## src/hdl/balance_robot_motor_controller_defines.svh

```systemverilog
// Assertion macros shared by the balance controller RTL.
`ifndef BALANCE_ROBOT_MOTOR_CONTROLLER_DEFINES_SVH
`define BALANCE_ROBOT_MOTOR_CONTROLLER_DEFINES_SVH

// Condition holds at every clock edge out of reset.
`define BRMC_ASSERT_ALWAYS(lbl, cond, msg) \
    lbl: assert property (@(posedge i_clk) disable iff (!i_rst_n) (cond)) \
        else $error(msg);

// Consequent holds in the same cycle as the antecedent.
`define BRMC_ASSERT_SAME(lbl, ante, cons, msg) \
    lbl: assert property (@(posedge i_clk) disable iff (!i_rst_n) (ante) |-> (cons)) \
        else $error(msg);

// Consequent holds in the cycle after the antecedent.
`define BRMC_ASSERT_NEXT(lbl, ante, cons, msg) \
    lbl: assert property (@(posedge i_clk) disable iff (!i_rst_n) (ante) |=> (cons)) \
        else $error(msg);

`endif

```

## src/hdl/brmc_pkg.sv

```systemverilog
// Types, constants and helper functions for the balance controller.
package brmc_pkg;

    // Loop limits
    localparam int SPEED_TARGET_LIMIT = 3;
    localparam int TURN_TARGET_LIMIT  = 2000;
    localparam int INTEGRAL_LIMIT     = 10000;
    localparam int YAW_BIAS           = 23;
    localparam int TURN_STEP          = 3;

    // State widths
    localparam int ST_W = 3;
    localparam int TT_W = 12;

    // Configuration port
    localparam int CFG_ADDR_W = 3;
    localparam int CFG_DATA_W = 21;

    // Shared multiply-accumulate unit
    localparam int MAC_A_W = 32;
    localparam int MAC_B_W = 21;
    localparam int MAC_P_W = MAC_A_W + MAC_B_W;
    localparam int ACC_W   = 56;

    // Divide-by-five unit, one hex digit per step
    localparam int DIV_W       = 40;
    localparam int DIV_DIGIT_W = 4;
    localparam int DIV_STEPS   = DIV_W / DIV_DIGIT_W;
    localparam int DIV_CNT_W   = $clog2(DIV_STEPS + 1);
    localparam int DIV_REM_W   = 3;
    localparam int DIV_OFS_EXP = 35;
    // Dividend bias, a multiple of five that lifts the filter sum above zero
    localparam logic [DIV_W-1:0] DIV_OFFSET  = DIV_W'(5) << DIV_OFS_EXP;
    localparam logic [DIV_W-1:0] QUOT_OFFSET = DIV_W'(1) << DIV_OFS_EXP;

    // Register reset values
    localparam logic signed [16:0] ANGLE_ZERO_RST = -17'sd512;
    localparam logic signed [20:0] BAL_P_RST      = -21'sd102400;
    localparam logic signed [16:0] BAL_D_RST      = -17'sd205;
    localparam logic signed [20:0] SPD_P_RST      = 21'sd115200;
    localparam logic signed [16:0] SPD_I_RST      = 17'sd576;
    localparam logic signed [16:0] TURN_P_RST     = -17'sd179;
    localparam logic signed [16:0] TURN_D_RST     = 17'sd179;
    localparam logic [14:0]        OUT_LIMIT_RST  = 15'd6900;

    typedef enum logic [CFG_ADDR_W-1:0] {
        CFG_ANGLE_ZERO   = 3'd0,
        CFG_BAL_P_GAIN   = 3'd1,
        CFG_BAL_D_GAIN   = 3'd2,
        CFG_SPD_P_GAIN   = 3'd3,
        CFG_SPD_I_GAIN   = 3'd4,
        CFG_TURN_P_GAIN  = 3'd5,
        CFG_TURN_D_GAIN  = 3'd6,
        CFG_OUTPUT_LIMIT = 3'd7
    } t_cfg_idx;

    typedef enum logic [3:0] {
        S_IDLE,
        S_BAL_P,
        S_BAL_D,
        S_TURN_P,
        S_TURN_D,
        S_TURN_SUM,
        S_DIV_WAIT,
        S_FILT,
        S_INTEG,
        S_SPD_I,
        S_SPD_SUM,
        S_VEL,
        S_MIX,
        S_OUT
    } t_state;

    typedef struct packed {
        logic acc_load;
        logic acc_add;
        logic acc_shl8;
    } t_mac_ctl;

    // Quotient digit of a value below 80 divided by five
    function automatic logic [DIV_DIGIT_W-1:0] div5_digit(
        input logic [DIV_REM_W+DIV_DIGIT_W-1:0] v
    );
        logic [DIV_DIGIT_W-1:0] d;
        d = '0;
        for (int k = 1; k < (1 << DIV_DIGIT_W); k++) begin
            if (v >= (DIV_REM_W + DIV_DIGIT_W)'(5 * k)) begin
                d = DIV_DIGIT_W'(k);
            end
        end
        return d;
    endfunction

    // Arithmetic shift right that rounds toward zero
    function automatic logic signed [ACC_W-1:0] trunc_shr(
        input logic signed [ACC_W-1:0] v,
        input int unsigned             sh
    );
        logic signed [ACC_W-1:0] bias;
        bias = (ACC_W'(1) << sh) - ACC_W'(1);
        return v[ACC_W-1] ? ((v + bias) >>> sh) : (v >>> sh);
    endfunction

endpackage

```

## src/hdl/brmc_mac.sv

```systemverilog
// Shared signed multiplier with a registered product and an accumulator.
module brmc_mac (
    input  logic                               i_clk,
    input  brmc_pkg::t_mac_ctl                 i_ctl,
    input  logic signed [brmc_pkg::MAC_A_W-1:0] i_a,
    input  logic signed [brmc_pkg::MAC_B_W-1:0] i_b,
    output logic signed [brmc_pkg::ACC_W-1:0]   o_acc
);
    import brmc_pkg::*;

    logic signed [MAC_P_W-1:0] r_prod;
    logic signed [ACC_W-1:0]   r_acc;
    logic signed [ACC_W-1:0]   addend;

    always_ff @(posedge i_clk) begin
        r_prod <= i_a * i_b;
    end

    // Scale the product by 256 when asked
    always_comb begin
        if (i_ctl.acc_shl8) begin
            addend = {r_prod[ACC_W-9:0], 8'd0};
        end else begin
            addend = ACC_W'(r_prod);
        end
    end

    always_ff @(posedge i_clk) begin
        if (i_ctl.acc_load) begin
            r_acc <= addend;
        end else if (i_ctl.acc_add) begin
            r_acc <= r_acc + addend;
        end
    end

    assign o_acc = r_acc;

endmodule

```

## src/hdl/brmc_div5.sv

```systemverilog
// Digit-serial divide by five, one hex digit of quotient per cycle.
module brmc_div5 (
    input  logic                        i_clk,
    input  logic                        i_rst_n,
    input  logic                        i_start,
    input  logic [brmc_pkg::DIV_W-1:0]  i_dividend,
    output logic                        o_busy,
    output logic [brmc_pkg::DIV_W-1:0]  o_quotient
);
    import brmc_pkg::*;

    logic [DIV_W-1:0]               r_dividend;
    logic [DIV_W-1:0]               r_quot;
    logic [DIV_REM_W-1:0]           r_rem;
    logic [DIV_CNT_W-1:0]           r_cnt;
    logic [DIV_REM_W+DIV_DIGIT_W-1:0] part;
    logic [DIV_REM_W+DIV_DIGIT_W-1:0] sub;
    logic [DIV_DIGIT_W-1:0]         digit;
    logic [DIV_REM_W-1:0]           n_rem;

    // Bring down the next digit behind the running remainder
    always_comb begin
        part  = {r_rem, r_dividend[DIV_W-1 -: DIV_DIGIT_W]};
        digit = div5_digit(part);
        sub   = ((DIV_REM_W + DIV_DIGIT_W)'(digit) << 2) + (DIV_REM_W + DIV_DIGIT_W)'(digit);
        n_rem = DIV_REM_W'(part - sub);
    end

    always_ff @(posedge i_clk) begin
        if (!i_rst_n) begin
            r_cnt <= '0;
        end else if (i_start) begin
            r_cnt <= DIV_CNT_W'(DIV_STEPS);
        end else if (r_cnt != '0) begin
            r_cnt <= r_cnt - DIV_CNT_W'(1);
        end
    end

    always_ff @(posedge i_clk) begin
        if (i_start) begin
            r_dividend <= i_dividend;
            r_quot     <= '0;
            r_rem      <= '0;
        end else if (r_cnt != '0) begin
            r_dividend <= r_dividend << DIV_DIGIT_W;
            r_quot     <= {r_quot[DIV_W-DIV_DIGIT_W-1:0], digit};
            r_rem      <= n_rem;
        end
    end

    assign o_busy     = (r_cnt != '0);
    assign o_quotient = r_quot;

endmodule

```

## src/hdl/balance_robot_motor_controller.sv

```systemverilog
// Per item: S_BAL_P, S_BAL_D, S_TURN_P, S_TURN_D, S_TURN_SUM, S_DIV_WAIT, S_FILT, S_INTEG,
// S_SPD_I, S_SPD_SUM, S_VEL, S_MIX, S_OUT. The ten-step divide by five of the speed filter
// can hold S_DIV_WAIT, a stalled output S_OUT; the shared multiplier is used six times.
// o_ready is high only while the sequencer is idle; a result may wait in the output register.
// Reset (i_rst_n low, synchronous): registers to defaults, loop state to zero, output empty.
// No clearing pass: the block is ready as soon as reset is released.
`include "balance_robot_motor_controller_defines.svh"

module balance_robot_motor_controller (
    input  logic                               i_clk,
    input  logic                               i_rst_n,
    // input channel
    input  logic                               i_valid,
    output logic                               o_ready,
    input  logic signed [16:0]                 i_pitch_angle,
    input  logic signed [15:0]                 i_pitch_rate,
    input  logic signed [15:0]                 i_yaw_rate,
    input  logic signed [15:0]                 i_encoder_a_raw,
    input  logic signed [15:0]                 i_encoder_b_raw,
    input  logic                               i_speed_up,
    input  logic                               i_speed_down,
    input  logic                               i_turn_left,
    input  logic                               i_turn_right,
    // output channel
    output logic                               o_valid,
    input  logic                               i_ready,
    output logic                               o_motor_a_reverse,
    output logic [14:0]                        o_motor_a_duty,
    output logic                               o_motor_b_reverse,
    output logic [14:0]                        o_motor_b_duty,
    // configuration write port
    input  logic                               i_cfg_wr_en,
    input  logic [brmc_pkg::CFG_ADDR_W-1:0]    i_cfg_addr,
    input  logic [brmc_pkg::CFG_DATA_W-1:0]    i_cfg_wdata
);
    import brmc_pkg::*;

    localparam logic signed [ST_W:0]   ST_MAX    = (ST_W + 1)'(SPEED_TARGET_LIMIT);
    localparam logic signed [TT_W:0]   TT_MAX    = (TT_W + 1)'(TURN_TARGET_LIMIT);
    localparam logic signed [TT_W:0]   TT_STEP   = (TT_W + 1)'(TURN_STEP);
    localparam logic signed [32:0]     INTEG_MAX = 33'(longint'(INTEGRAL_LIMIT) * 65536);
    localparam logic signed [16:0]     YAW_OFS   = 17'(YAW_BIAS);
    localparam logic signed [DIV_W-1:0] Q_MAX    = DIV_W'(32'h7FFF_FFFF);
    localparam logic signed [DIV_W-1:0] Q_MIN    = -DIV_W'(64'h8000_0000);

    // ------------------------------------------------------------------
    // Configuration registers
    // ------------------------------------------------------------------
    logic signed [16:0] r_angle_zero;
    logic signed [20:0] r_bal_p_gain;
    logic signed [16:0] r_bal_d_gain;
    logic signed [20:0] r_spd_p_gain;
    logic signed [16:0] r_spd_i_gain;
    logic signed [16:0] r_turn_p_gain;
    logic signed [16:0] r_turn_d_gain;
    logic [14:0]        r_output_limit;

    always_ff @(posedge i_clk) begin
        if (!i_rst_n) begin
            r_angle_zero   <= ANGLE_ZERO_RST;
            r_bal_p_gain   <= BAL_P_RST;
            r_bal_d_gain   <= BAL_D_RST;
            r_spd_p_gain   <= SPD_P_RST;
            r_spd_i_gain   <= SPD_I_RST;
            r_turn_p_gain  <= TURN_P_RST;
            r_turn_d_gain  <= TURN_D_RST;
            r_output_limit <= OUT_LIMIT_RST;
        end else if (i_cfg_wr_en) begin
            case (t_cfg_idx'(i_cfg_addr))
                CFG_ANGLE_ZERO:   r_angle_zero   <= i_cfg_wdata[16:0];
                CFG_BAL_P_GAIN:   r_bal_p_gain   <= i_cfg_wdata[20:0];
                CFG_BAL_D_GAIN:   r_bal_d_gain   <= i_cfg_wdata[16:0];
                CFG_SPD_P_GAIN:   r_spd_p_gain   <= i_cfg_wdata[20:0];
                CFG_SPD_I_GAIN:   r_spd_i_gain   <= i_cfg_wdata[16:0];
                CFG_TURN_P_GAIN:  r_turn_p_gain  <= i_cfg_wdata[16:0];
                CFG_TURN_D_GAIN:  r_turn_d_gain  <= i_cfg_wdata[16:0];
                CFG_OUTPUT_LIMIT: r_output_limit <= i_cfg_wdata[14:0];
                default: ;
            endcase
        end
    end

    // ------------------------------------------------------------------
    // Sequencer and shared units
    // ------------------------------------------------------------------
    t_state                    r_state, n_state;
    t_mac_ctl                  mac_ctl;
    logic signed [MAC_A_W-1:0] mac_a;
    logic signed [MAC_B_W-1:0] mac_b;
    logic signed [ACC_W-1:0]   mac_acc;
    logic                      div_busy;
    logic [DIV_W-1:0]          div_quot;
    logic                      accept;
    logic                      out_load;

    // Loop state kept across ticks
    logic signed [ST_W-1:0]    r_speed_target;
    logic signed [TT_W-1:0]    r_turn_target;
    logic signed [31:0]        r_filt;
    logic signed [31:0]        r_integ;

    // Operands latched at the transfer
    logic signed [17:0]        r_angle_diff;
    logic signed [15:0]        r_pitch_rate;
    logic signed [16:0]        r_yaw_err;
    logic signed [16:0]        r_turn_kp;

    // Terms
    logic signed [27:0]        r_bal;
    logic signed [27:0]        r_trn;
    logic signed [29:0]        r_vel;
    logic signed [31:0]        r_mix_a;
    logic signed [31:0]        r_mix_b;

    // Output register
    logic                      r_out_valid;
    logic                      r_a_rev, r_b_rev;
    logic [14:0]               r_a_duty, r_b_duty;

    assign accept   = i_valid && o_ready;
    assign out_load = (r_state == S_OUT) && (!r_out_valid || i_ready);

    always_ff @(posedge i_clk) begin
        if (!i_rst_n) begin
            r_state <= S_IDLE;
        end else begin
            r_state <= n_state;
        end
    end

    // Each state issues at most one multiply; the MAC registers the product, and in the
    // following cycle it is loaded into or added to the accumulator.
    always_comb begin
        n_state = r_state;
        o_ready = 1'b0;
        mac_ctl = '0;
        mac_a   = '0;
        mac_b   = '0;
        case (r_state)
            S_IDLE: begin
                o_ready = 1'b1;
                if (i_valid) begin
                    n_state = S_BAL_P;
                end
            end
            S_BAL_P: begin
                mac_a   = MAC_A_W'(r_angle_diff);
                mac_b   = r_bal_p_gain;
                n_state = S_BAL_D;
            end
            S_BAL_D: begin
                mac_a           = MAC_A_W'(r_pitch_rate);
                mac_b           = MAC_B_W'(r_bal_d_gain);
                mac_ctl.acc_load = 1'b1;
                n_state         = S_TURN_P;
            end
            S_TURN_P: begin
                mac_a            = MAC_A_W'(r_yaw_err);
                mac_b            = MAC_B_W'(r_turn_kp);
                mac_ctl.acc_add  = 1'b1;
                mac_ctl.acc_shl8 = 1'b1;
                n_state          = S_TURN_D;
            end
            S_TURN_D: begin
                mac_a            = MAC_A_W'(r_turn_target);
                mac_b            = MAC_B_W'(r_turn_d_gain);
                mac_ctl.acc_load = 1'b1;
                n_state          = S_TURN_SUM;
            end
            S_TURN_SUM: begin
                mac_ctl.acc_add = 1'b1;
                n_state         = S_DIV_WAIT;
            end
            S_DIV_WAIT: begin
                if (!div_busy) begin
                    n_state = S_FILT;
                end
            end
            S_FILT: begin
                n_state = S_INTEG;
            end
            S_INTEG: begin
                mac_a   = r_filt;
                mac_b   = r_spd_p_gain;
                n_state = S_SPD_I;
            end
            S_SPD_I: begin
                mac_a            = r_integ;
                mac_b            = MAC_B_W'(r_spd_i_gain);
                mac_ctl.acc_load = 1'b1;
                n_state          = S_SPD_SUM;
            end
            S_SPD_SUM: begin
                mac_ctl.acc_add = 1'b1;
                n_state         = S_VEL;
            end
            S_VEL: begin
                n_state = S_MIX;
            end
            S_MIX: begin
                n_state = S_OUT;
            end
            S_OUT: begin
                if (out_load) begin
                    n_state = S_IDLE;
                end
            end
            default: n_state = S_IDLE;
        endcase
    end

    brmc_mac u_mac (
        .i_clk (i_clk),
        .i_ctl (mac_ctl),
        .i_a   (mac_a),
        .i_b   (mac_b),
        .o_acc (mac_acc)
    );

    // ------------------------------------------------------------------
    // Button targets and filter dividend, formed in the transfer cycle
    // ------------------------------------------------------------------
    logic signed [ST_W:0]      st_step;
    logic signed [ST_W-1:0]    n_speed_target;
    logic signed [TT_W:0]      tt_step;
    logic signed [TT_W-1:0]    n_turn_target;
    logic signed [17:0]        speed_err;
    logic signed [35:0]        filt_sum;
    logic [DIV_W-1:0]          n_dividend;

    always_comb begin
        // Speed target: step, pin at the limit while pushing, drop to zero on release
        st_step = (ST_W + 1)'(r_speed_target)
                + (i_speed_up   ? (ST_W + 1)'(1) : '0)
                - (i_speed_down ? (ST_W + 1)'(1) : '0);
        if (i_speed_up && (st_step >= ST_MAX)) begin
            st_step = ST_MAX;
        end
        if (i_speed_down && (st_step <= -ST_MAX)) begin
            st_step = -ST_MAX;
        end
        if (!i_speed_up && !i_speed_down) begin
            st_step = '0;
        end
        n_speed_target = ST_W'(st_step);

        // Turn target: ramp while a button is held, clamp, clear on release
        tt_step = (i_turn_left || i_turn_right) ? (TT_W + 1)'(r_turn_target) : '0;
        if (i_turn_left) begin
            tt_step = tt_step + TT_STEP;
        end
        if (i_turn_right) begin
            tt_step = tt_step - TT_STEP;
        end
        if (tt_step >= TT_MAX) begin
            tt_step = TT_MAX;
        end
        if (tt_step <= -TT_MAX) begin
            tt_step = -TT_MAX;
        end
        n_turn_target = TT_W'(tt_step);

        // Filter: new = floor((4*old + err*2^16 + 2) / 5); the bias keeps the
        // dividend positive so the divider can run unsigned.
        speed_err  = 18'(i_encoder_b_raw) - 18'(i_encoder_a_raw) - 18'(n_speed_target);
        filt_sum   = (36'(r_filt) <<< 2) + (36'(speed_err) <<< 16);
        n_dividend = {{(DIV_W - 36){filt_sum[35]}}, filt_sum} + DIV_W'(2) + DIV_OFFSET;
    end

    brmc_div5 u_div (
        .i_clk      (i_clk),
        .i_rst_n    (i_rst_n),
        .i_start    (accept),
        .i_dividend (n_dividend),
        .o_busy     (div_busy),
        .o_quotient (div_quot)
    );

    // ------------------------------------------------------------------
    // Loop state
    // ------------------------------------------------------------------
    logic signed [DIV_W-1:0]   quot_s;
    logic signed [31:0]        filt_sat;
    logic signed [32:0]        integ_sum;
    logic signed [31:0]        integ_sat;

    always_comb begin
        // Remove the bias and saturate to 32 bits
        quot_s = $signed(div_quot - QUOT_OFFSET);
        if (quot_s > Q_MAX) begin
            filt_sat = 32'sh7FFF_FFFF;
        end else if (quot_s < Q_MIN) begin
            filt_sat = 32'sh8000_0000;
        end else begin
            filt_sat = quot_s[31:0];
        end

        integ_sum = 33'(r_integ) + 33'(r_filt);
        if (integ_sum > INTEG_MAX) begin
            integ_sat = 32'(INTEG_MAX);
        end else if (integ_sum < -INTEG_MAX) begin
            integ_sat = 32'(-INTEG_MAX);
        end else begin
            integ_sat = integ_sum[31:0];
        end
    end

    always_ff @(posedge i_clk) begin
        if (!i_rst_n) begin
            r_speed_target <= '0;
            r_turn_target  <= '0;
            r_filt         <= '0;
            r_integ        <= '0;
        end else begin
            if (accept) begin
                r_speed_target <= n_speed_target;
                r_turn_target  <= n_turn_target;
            end
            if (r_state == S_FILT) begin
                r_filt <= filt_sat;
            end
            if (r_state == S_INTEG) begin
                r_integ <= integ_sat;
            end
        end
    end

    // ------------------------------------------------------------------
    // Operand capture and term results
    // ------------------------------------------------------------------
    logic signed [ACC_W-1:0]   acc_q16;
    logic signed [ACC_W-1:0]   acc_q8;
    logic signed [ACC_W-1:0]   acc_q24;

    always_comb begin
        acc_q16 = trunc_shr(mac_acc, 16);
        acc_q8  = trunc_shr(mac_acc, 8);
        acc_q24 = trunc_shr(mac_acc, 24);
    end

    always_ff @(posedge i_clk) begin
        if (accept) begin
            r_angle_diff <= 18'(i_pitch_angle) - 18'(r_angle_zero);
            r_pitch_rate <= i_pitch_rate;
            r_yaw_err    <= 17'(i_yaw_rate) - YAW_OFS;
            // P gain on yaw is off while turning
            r_turn_kp    <= (i_turn_left || i_turn_right) ? '0 : r_turn_p_gain;
        end
        // Balance sum sits in the accumulator during S_TURN_D
        if (r_state == S_TURN_D) begin
            r_bal <= acc_q16[27:0];
        end
        // Turn sum is stable for the whole divider wait
        if (r_state == S_DIV_WAIT) begin
            r_trn <= acc_q8[27:0];
        end
        if (r_state == S_VEL) begin
            r_vel <= acc_q24[29:0];
        end
        if (r_state == S_MIX) begin
            r_mix_a <= 32'(r_bal) - 32'(r_vel) + 32'(r_trn);
            r_mix_b <= 32'(r_bal) - 32'(r_vel) - 32'(r_trn);
        end
    end

    // ------------------------------------------------------------------
    // Clamp, split into direction and duty, hold for the transfer
    // ------------------------------------------------------------------
    logic signed [31:0]        lim;
    logic signed [31:0]        clamp_a, clamp_b;
    logic signed [31:0]        abs_a, abs_b;

    always_comb begin
        lim = 32'({17'd0, r_output_limit});
        if (r_mix_a > lim) begin
            clamp_a = lim;
        end else if (r_mix_a < -lim) begin
            clamp_a = -lim;
        end else begin
            clamp_a = r_mix_a;
        end
        if (r_mix_b > lim) begin
            clamp_b = lim;
        end else if (r_mix_b < -lim) begin
            clamp_b = -lim;
        end else begin
            clamp_b = r_mix_b;
        end
        abs_a = clamp_a[31] ? -clamp_a : clamp_a;
        abs_b = clamp_b[31] ? -clamp_b : clamp_b;
    end

    always_ff @(posedge i_clk) begin
        if (!i_rst_n) begin
            r_out_valid <= 1'b0;
        end else if (out_load) begin
            r_out_valid <= 1'b1;
        end else if (i_ready) begin
            r_out_valid <= 1'b0;
        end
    end

    always_ff @(posedge i_clk) begin
        if (out_load) begin
            r_a_rev  <= clamp_a[31];
            r_a_duty <= abs_a[14:0];
            r_b_rev  <= clamp_b[31];
            r_b_duty <= abs_b[14:0];
        end
    end

    assign o_valid           = r_out_valid;
    assign o_motor_a_reverse = r_a_rev;
    assign o_motor_a_duty    = r_a_duty;
    assign o_motor_b_reverse = r_b_rev;
    assign o_motor_b_duty    = r_b_duty;

    // ------------------------------------------------------------------
    // Checks
    // ------------------------------------------------------------------
    `BRMC_ASSERT_ALWAYS(a_speed_target_range, ((ST_W + 1)'(r_speed_target) <= ST_MAX) && ((ST_W + 1)'(r_speed_target) >= -ST_MAX), "speed target out of range")
    `BRMC_ASSERT_ALWAYS(a_integ_range, (33'(r_integ) <= INTEG_MAX) && (33'(r_integ) >= -INTEG_MAX), "speed integral out of range")
    `BRMC_ASSERT_NEXT(a_transfer_starts_div, accept, div_busy, "divider not started by input transfer")
    `BRMC_ASSERT_SAME(a_quot_ready_at_filt, r_state == S_FILT, !div_busy, "filter update before divide finished")
    `BRMC_ASSERT_NEXT(a_out_hold_stalled, (r_state == S_OUT) && r_out_valid && !i_ready, r_state == S_OUT, "result overwrote a pending output")

endmodule
```

## config.mk

```make
export PLATFORM = sky130hd
export DESIGN_NAME = balance_robot_motor_controller
export DESIGN_NICKNAME = d
export VERILOG_FILES = /design/src/hdl/brmc_pkg.sv /design/src/hdl/brmc_mac.sv /design/src/hdl/brmc_div5.sv /design/src/hdl/balance_robot_motor_controller.sv
export VERILOG_INCLUDE_DIRS = /design/src /design/src/hdl
export SDC_FILE = /design/constraint.sdc
export NUM_CORES = 2
export LEC_CHECK = 0
export ABC_AREA = 1
export BUFFER_PORTS_ARGS = -buffer_cell sky130_fd_sc_hd__buf_2
export CORE_MARGIN = 2
export CORE_UTILIZATION = 60
export CTS_CLUSTER_SIZE = 28
export DETAILED_ROUTE_END_ITERATION = 12
export GPL_TIMING_DRIVEN = 0
export PLACE_DENSITY = 0.81
export SLEW_MARGIN = 15
export SYNTH_ARGS = -nofsm -noshare
export SYNTH_HDL_FRONTEND = slang
export SYNTH_SLANG_ARGS = --single-unit
```

## constraint.sdc

```tcl
create_clock -name i_clk -period 10.23 [get_ports i_clk]
set_input_delay 1.5345 -clock i_clk [delete_from_list [all_inputs] [get_ports i_clk]]
set_output_delay 1.5345 -clock i_clk [all_outputs]
set_load 0.005 [all_outputs]
```

Word level (Yosys, flattened, before mapping)
Index checks and enable logic that the tools add are counted.
W data, S select, Z words.
{"block": "word_totals", "ff_bits": 672, "inputBits": 114, "out_inout_bits": 34, "wordCells": 197}
{"block": "classes", "addsub": 26, "mul": 1, "n_lt_le_gt_ge": 27, "n_eq_ne": 23, "muxes": 57, "bitwise_logic": 1, "n_reduce_logical": 28}
{"operator": "$mux W32", "count": 8}
{"operator": "$pmux W32 S6", "count": 1}
{"operator": "$mux W56", "count": 3}
{"operator": "$pmux W21 S6", "count": 1}
{"operator": "$mux W4", "count": 20}
{"operator": "$mux W40", "count": 2}
{"operator": "$gt A32 B16 Y1", "count": 2}
{"operator": "$lt A32 B32 Y1", "count": 2}
{"operator": "$add A56 B56 Y56", "count": 1}
{"operator": "$mux W28", "count": 2}
{"operator": "$pmux W4 S14", "count": 1}
{"operator": "$add A54 B25 Y54 const B", "count": 1}
{"operator": "$mul A32 B21 Y53", "count": 1}
{"operator": "$mux W13", "count": 4}
{"operator": "$add A44 B17 Y44 const B", "count": 1}
{"operator": "$ge A7 B6 Y1 const B", "count": 6}
{"operator": "$add A36 B39 Y40 const B", "count": 1}
{"operator": "$gt A40 B32 Y1 const B", "count": 1}
{"operator": "$lt A40 B32 Y1 const B", "count": 1}
{"operator": "$sub A40 B36 Y40 const B", "count": 1}
{"operator": "$add A35 B3 Y36 const B", "count": 1}
{"operator": "$add A36 B9 Y36 const B", "count": 1}
{"operator": "$add A34 B34 Y35", "count": 1}
{"operator": "$add A32 B32 Y33", "count": 1}
{"operator": "other kinds (51)", "count": 99}

Depth between registers and ports, before layout
{"block": "logic_depth", "word_depth": 18, "depth_mapped": 42, "depth_no_buf": 42}

Hierarchy
Synthesis repeated with hierarchy kept, for this count alone.
{"block": "unflattened", "cells_unflattened": 9534, "area_unflattened_um2": 71464.8}
{"module": "brmc_mac", "n_inst": 1, "cells_per_inst": 4686, "area_per_inst_um2": 34058.9, "seq_area_each_um2": 2742.6}
{"module": "balance_robot_motor_controller", "n_inst": 1, "cells_per_inst": 4444, "area_per_inst_um2": 33823.7, "seq_area_each_um2": 12001.5}
{"module": "brmc_div5", "n_inst": 1, "cells_per_inst": 404, "area_per_inst_um2": 3582.2, "seq_area_each_um2": 2142.1}

Worst setup path after synthesis
No wires, ideal clock.
{"block": "synth_path", "kind": "register to register", "from": "register r_state[2]", "to": "register u_mac.r_prod[46]", "setup_time_ns": 0.119, "arrival_time_ns": 8.441, "required_time_ns": 10.111, "setup_slack_ns": 1.671, "path_stages_with_launch": 36, "path_buffers": 2, "period_less_slack_ns": 8.559, "path_cell_list": "dfxtp_1 inv_1 nor2_1 inv_1 nor2_1 clkbuf_1 a221oi_1 nand3_1 clkbuf_1 nand2_1 fa_1 inv_1 fa_1 inv_1 fa_1 inv_1 fa_1 inv_1 fa_1 inv_1 fa_1 inv_1 fa_1 inv_1 ha_1 nand2_1 o21ai_0 a21oi_1 o21ai_0 a21oi_1 o31ai_1 nand3_1 nand2_1 nand3_1 and2_1 xnor2_1"}
{"block": "synth_via", "elab_chain_len": 3, "word_cells_on_any_way": 9, "cone_classes": "1 x mul; 6 x eq/ne; 2 x mux"}
{"item": "start: declaration", "line_no": "balance_robot_motor_controller.sv:86", "text": "t_state r_state, n_state;"}
{"item": "start signal: assignment", "line_no": "balance_robot_motor_controller.sv:127", "text": "r_state <= n_state;"}
{"item": "$eq A4 B4 Y1, or another cell as far along", "line_no": "balance_robot_motor_controller.sv:139", "text": "case (r_state)"}
{"item": "$pmux W32 S6 or $pmux W21 S6 (tied branches)", "line_no": "balance_robot_motor_controller.sv:139"}
{"item": "$mul A32 B21 Y53 *", "line_no": "brmc_mac.sv:16", "text": "r_prod <= i_a * i_b;"}
{"item": "end signal: assignment", "line_no": "brmc_mac.sv:16"}
{"item": "end: declaration", "line_no": "brmc_mac.sv:11", "text": "logic signed [MAC_P_W-1:0] r_prod;"}
Mark *: on every way between the ends. The rest lies on a longest branch, timed or not.
A chain may end at the register's enable or synchronous reset.

Worst setup path after layout
{"block": "layout_path", "from": "register r_state[3]", "to": "register u_mac.r_prod[46]"}
Same word-level chain as after synthesis.

==> results.toml <==
[floorplan]
die_area_sq_um = 117000
die_w_microns = 343
fp.dieH_microns = 343
ios = 148
core_area_sq_um = 114000
rows = 124
initial_core_util = 0.603

[clock_tree]
clkSinkCount = 670
clkTransAtPathRegs_ps = 60
cts_setup_buffers = 0
ctsHoldBuffers = 0
htreeDepth = 3
tritoncts = "built"
cts_made_buffers = 75
root_buffer = "clkbuf_16"
cts_buffer_depth = 3
ctsResizeCount = 4
clk_latency_ps = 710

[yosys]
synthFlopType = "edfxtp_1"
post_synth.cell_area_avg_sq_um = 7.72
syn_inst = 8914
synth_area_leaders = "fa_1 20%, edfxtp_1 15%, nand2_1 11%"
synth-seq-area-share = 0.245
synth_cell_types = 72
netlist.area_leader.share = 0.202
synth_warnings = 0
synth-edff-count = 344
yosys.area.top_type = "fa_1"
synth_async_sr_flop_share = 0
yosys_register_bits = 670
synth_nets = 10211
mappedNetlistArea_sq_um = 68800

[sta]
finalCritPeriodShare = 0.978
rsz0062_at_grt = "yes"
slew_viol_final = 0
period_needed_ps = 10000
setup-violations-final = 0
fin_worst_skew_ps = 57.1
finalHoldViolCount = 0
fin_setup_tns_ps = 0
worst_pin_slew_ps = 1310
fmax_mhz = 100
slew_headroom = 0.124

[hold_path]
hold_path_class = "reg -> reg"

[run]
drv_cap = 0

[critical_path]
crit_arrival_ps = 10540
end_kind = "flop"
path_common_cell = "inv_1"
cp_max_fo = 10
critical_path_class = "reg -> reg"
setup.worst_path.start_class = "flop"
max_stage_delay_ps = 820
crit_required_ps = 10770
slowest_stage = "nor3_1"

[finish]
fillerInstances = 10002
final_common_cell = "nand2_1"
area_growth_pct = 7.96
finalNonFillerCells = 10709
drive_gt1_frac = 0.0505
most-common-layout-cells = "2052 x nand2_1, 1810 x inv_1, 714 x nor2_1"
nNetsFinal = 10430
final_util = 0.651

[grt]
grt_pass1_vias = 60285
grtUsageTotal = 0.385
grt_max_degree = 56
antenna_found_initial = 5
grt-ovfl-total = 0
grt_pass1_wl_microns = 346000

[place]
gp_congestion = 1.00
dpl.hpwl_microns = 184000
place_inst = 10568
portBuffers = 131

[detailed_routing]
vias = 61478
first_pass_iters = 8
drc_errors = 0
drt-wirelength-per-cell_microns = 20.9
drt_iter0_drc = 6687
vias_per_cell = 5.74
routed_wl_microns = 224000
ant_nets = 0

[outcome]
outcome = "finished, final reports clean"
[cells in the mapped netlist (all sizes together), types with 62 or more instances]
cell and number:
a21oi 476, clkbuf 274, dfxtp 326, edfxtp 344
fa 693, ha 490, inv 1825, nand2 2071
nand3 271, nand4 62, nor2 750, nor3 74
o21ai 423, xnor2 108, xor2 271
[area by class of cell]
class                           count  area [sq um]  share of cell area
Antenna cell                        1          2.50           0.0000337
Buffer                            309          1310              0.0177
Clock buffer                       93          2000              0.0270
Clock inverter                     47           512             0.00689
Inverter                         1837          6900              0.0930
Multi-Input combinational cell   6098         43900               0.591
Sequential cell                   670         16900               0.227
Tap cell                         1512          1890              0.0255
Timing Repair Buffer              142           873              0.0118
[state kept, by name (all words and copies together) (netlist names), 28 cells and up]
| name | count |
|---|---|
| r_bal | 28 |
| r_trn | 28 |
| u_mac.o_acc | 56 |
| r_integ | 32 |
| r_vel | 30 |
| r_filt | 32 |
| u_div.r_dividend | 39 |
| r_mix_a | 32 |
| u_mac.r_prod | 53 |
| r_mix_b | 31 |
| u_div.o_quotient | 40 |
[path summary, 6_finish.rpt]
check                   start                to  slack (ps)  cells after the start
min          r_turn_p_gain[1]  r_turn_p_gain[1]         460                      2
min reg2reg  r_turn_p_gain[1]  r_turn_p_gain[1]         460                      2
max                r_state[3]  u_mac.r_prod[46]         230                     36
max reg2reg        r_state[3]  u_mac.r_prod[46]         230                     36
[routing by layer]
metal  up-vias  track usage  routed length, microns
met5         -            0                     153
met4         8        0.161                   10800
met3       581       0.0842                   25500
met2      3225        0.583                   96100
met1     29401        0.535                   91200
li1      28263            -                       -
[through the flow]
step | hold WS (ps) | cell area (sq um) | worst slack, ps
6_report | 460 | 74300 | 230
5_1_grt | 473 | 74300 | -26.7
4_1_cts | 458 | 74200 | 96.7
3_5_place_dp | 443 | 71600 | -286
3_3_place_gp | 438 | 71300 | -1160
2_1_floorplan | 429 | 68800 | 1670
[worst max-delay path: cells and delay by family, from the launching register on]
kind | cells | cell delay, ps
AO/OA/AOI/OAI | 4 | 1220
XOR/XNOR | 1 | 120
adder cells (fa/ha/maj) | 8 | 3800
buffers and inverters | 12 | 2280
flip-flops | 1 | 360
AND/OR/NAND/NOR | 11 | 2060
[kinds of logic (layout without fill, tap and decap cells)]
group | count (synthesis) | count (layout) | synth area share
simple gates | 3308 | 3308 | 0.196
buf+inv | 2146 | 2428 | 0.118
compound gates | 1228 | 1228 | 0.102
fa+ha+maj | 1183 | 1183 | 0.291
flops | 670 | 670 | 0.245
xor+xnor | 379 | 379 | 0.0485
other cells | 0 | 1 | 0
Power is left out: the tool's default activity adds up to more than one toggle a clock period on the data nets, which glitch-free logic cannot reach.
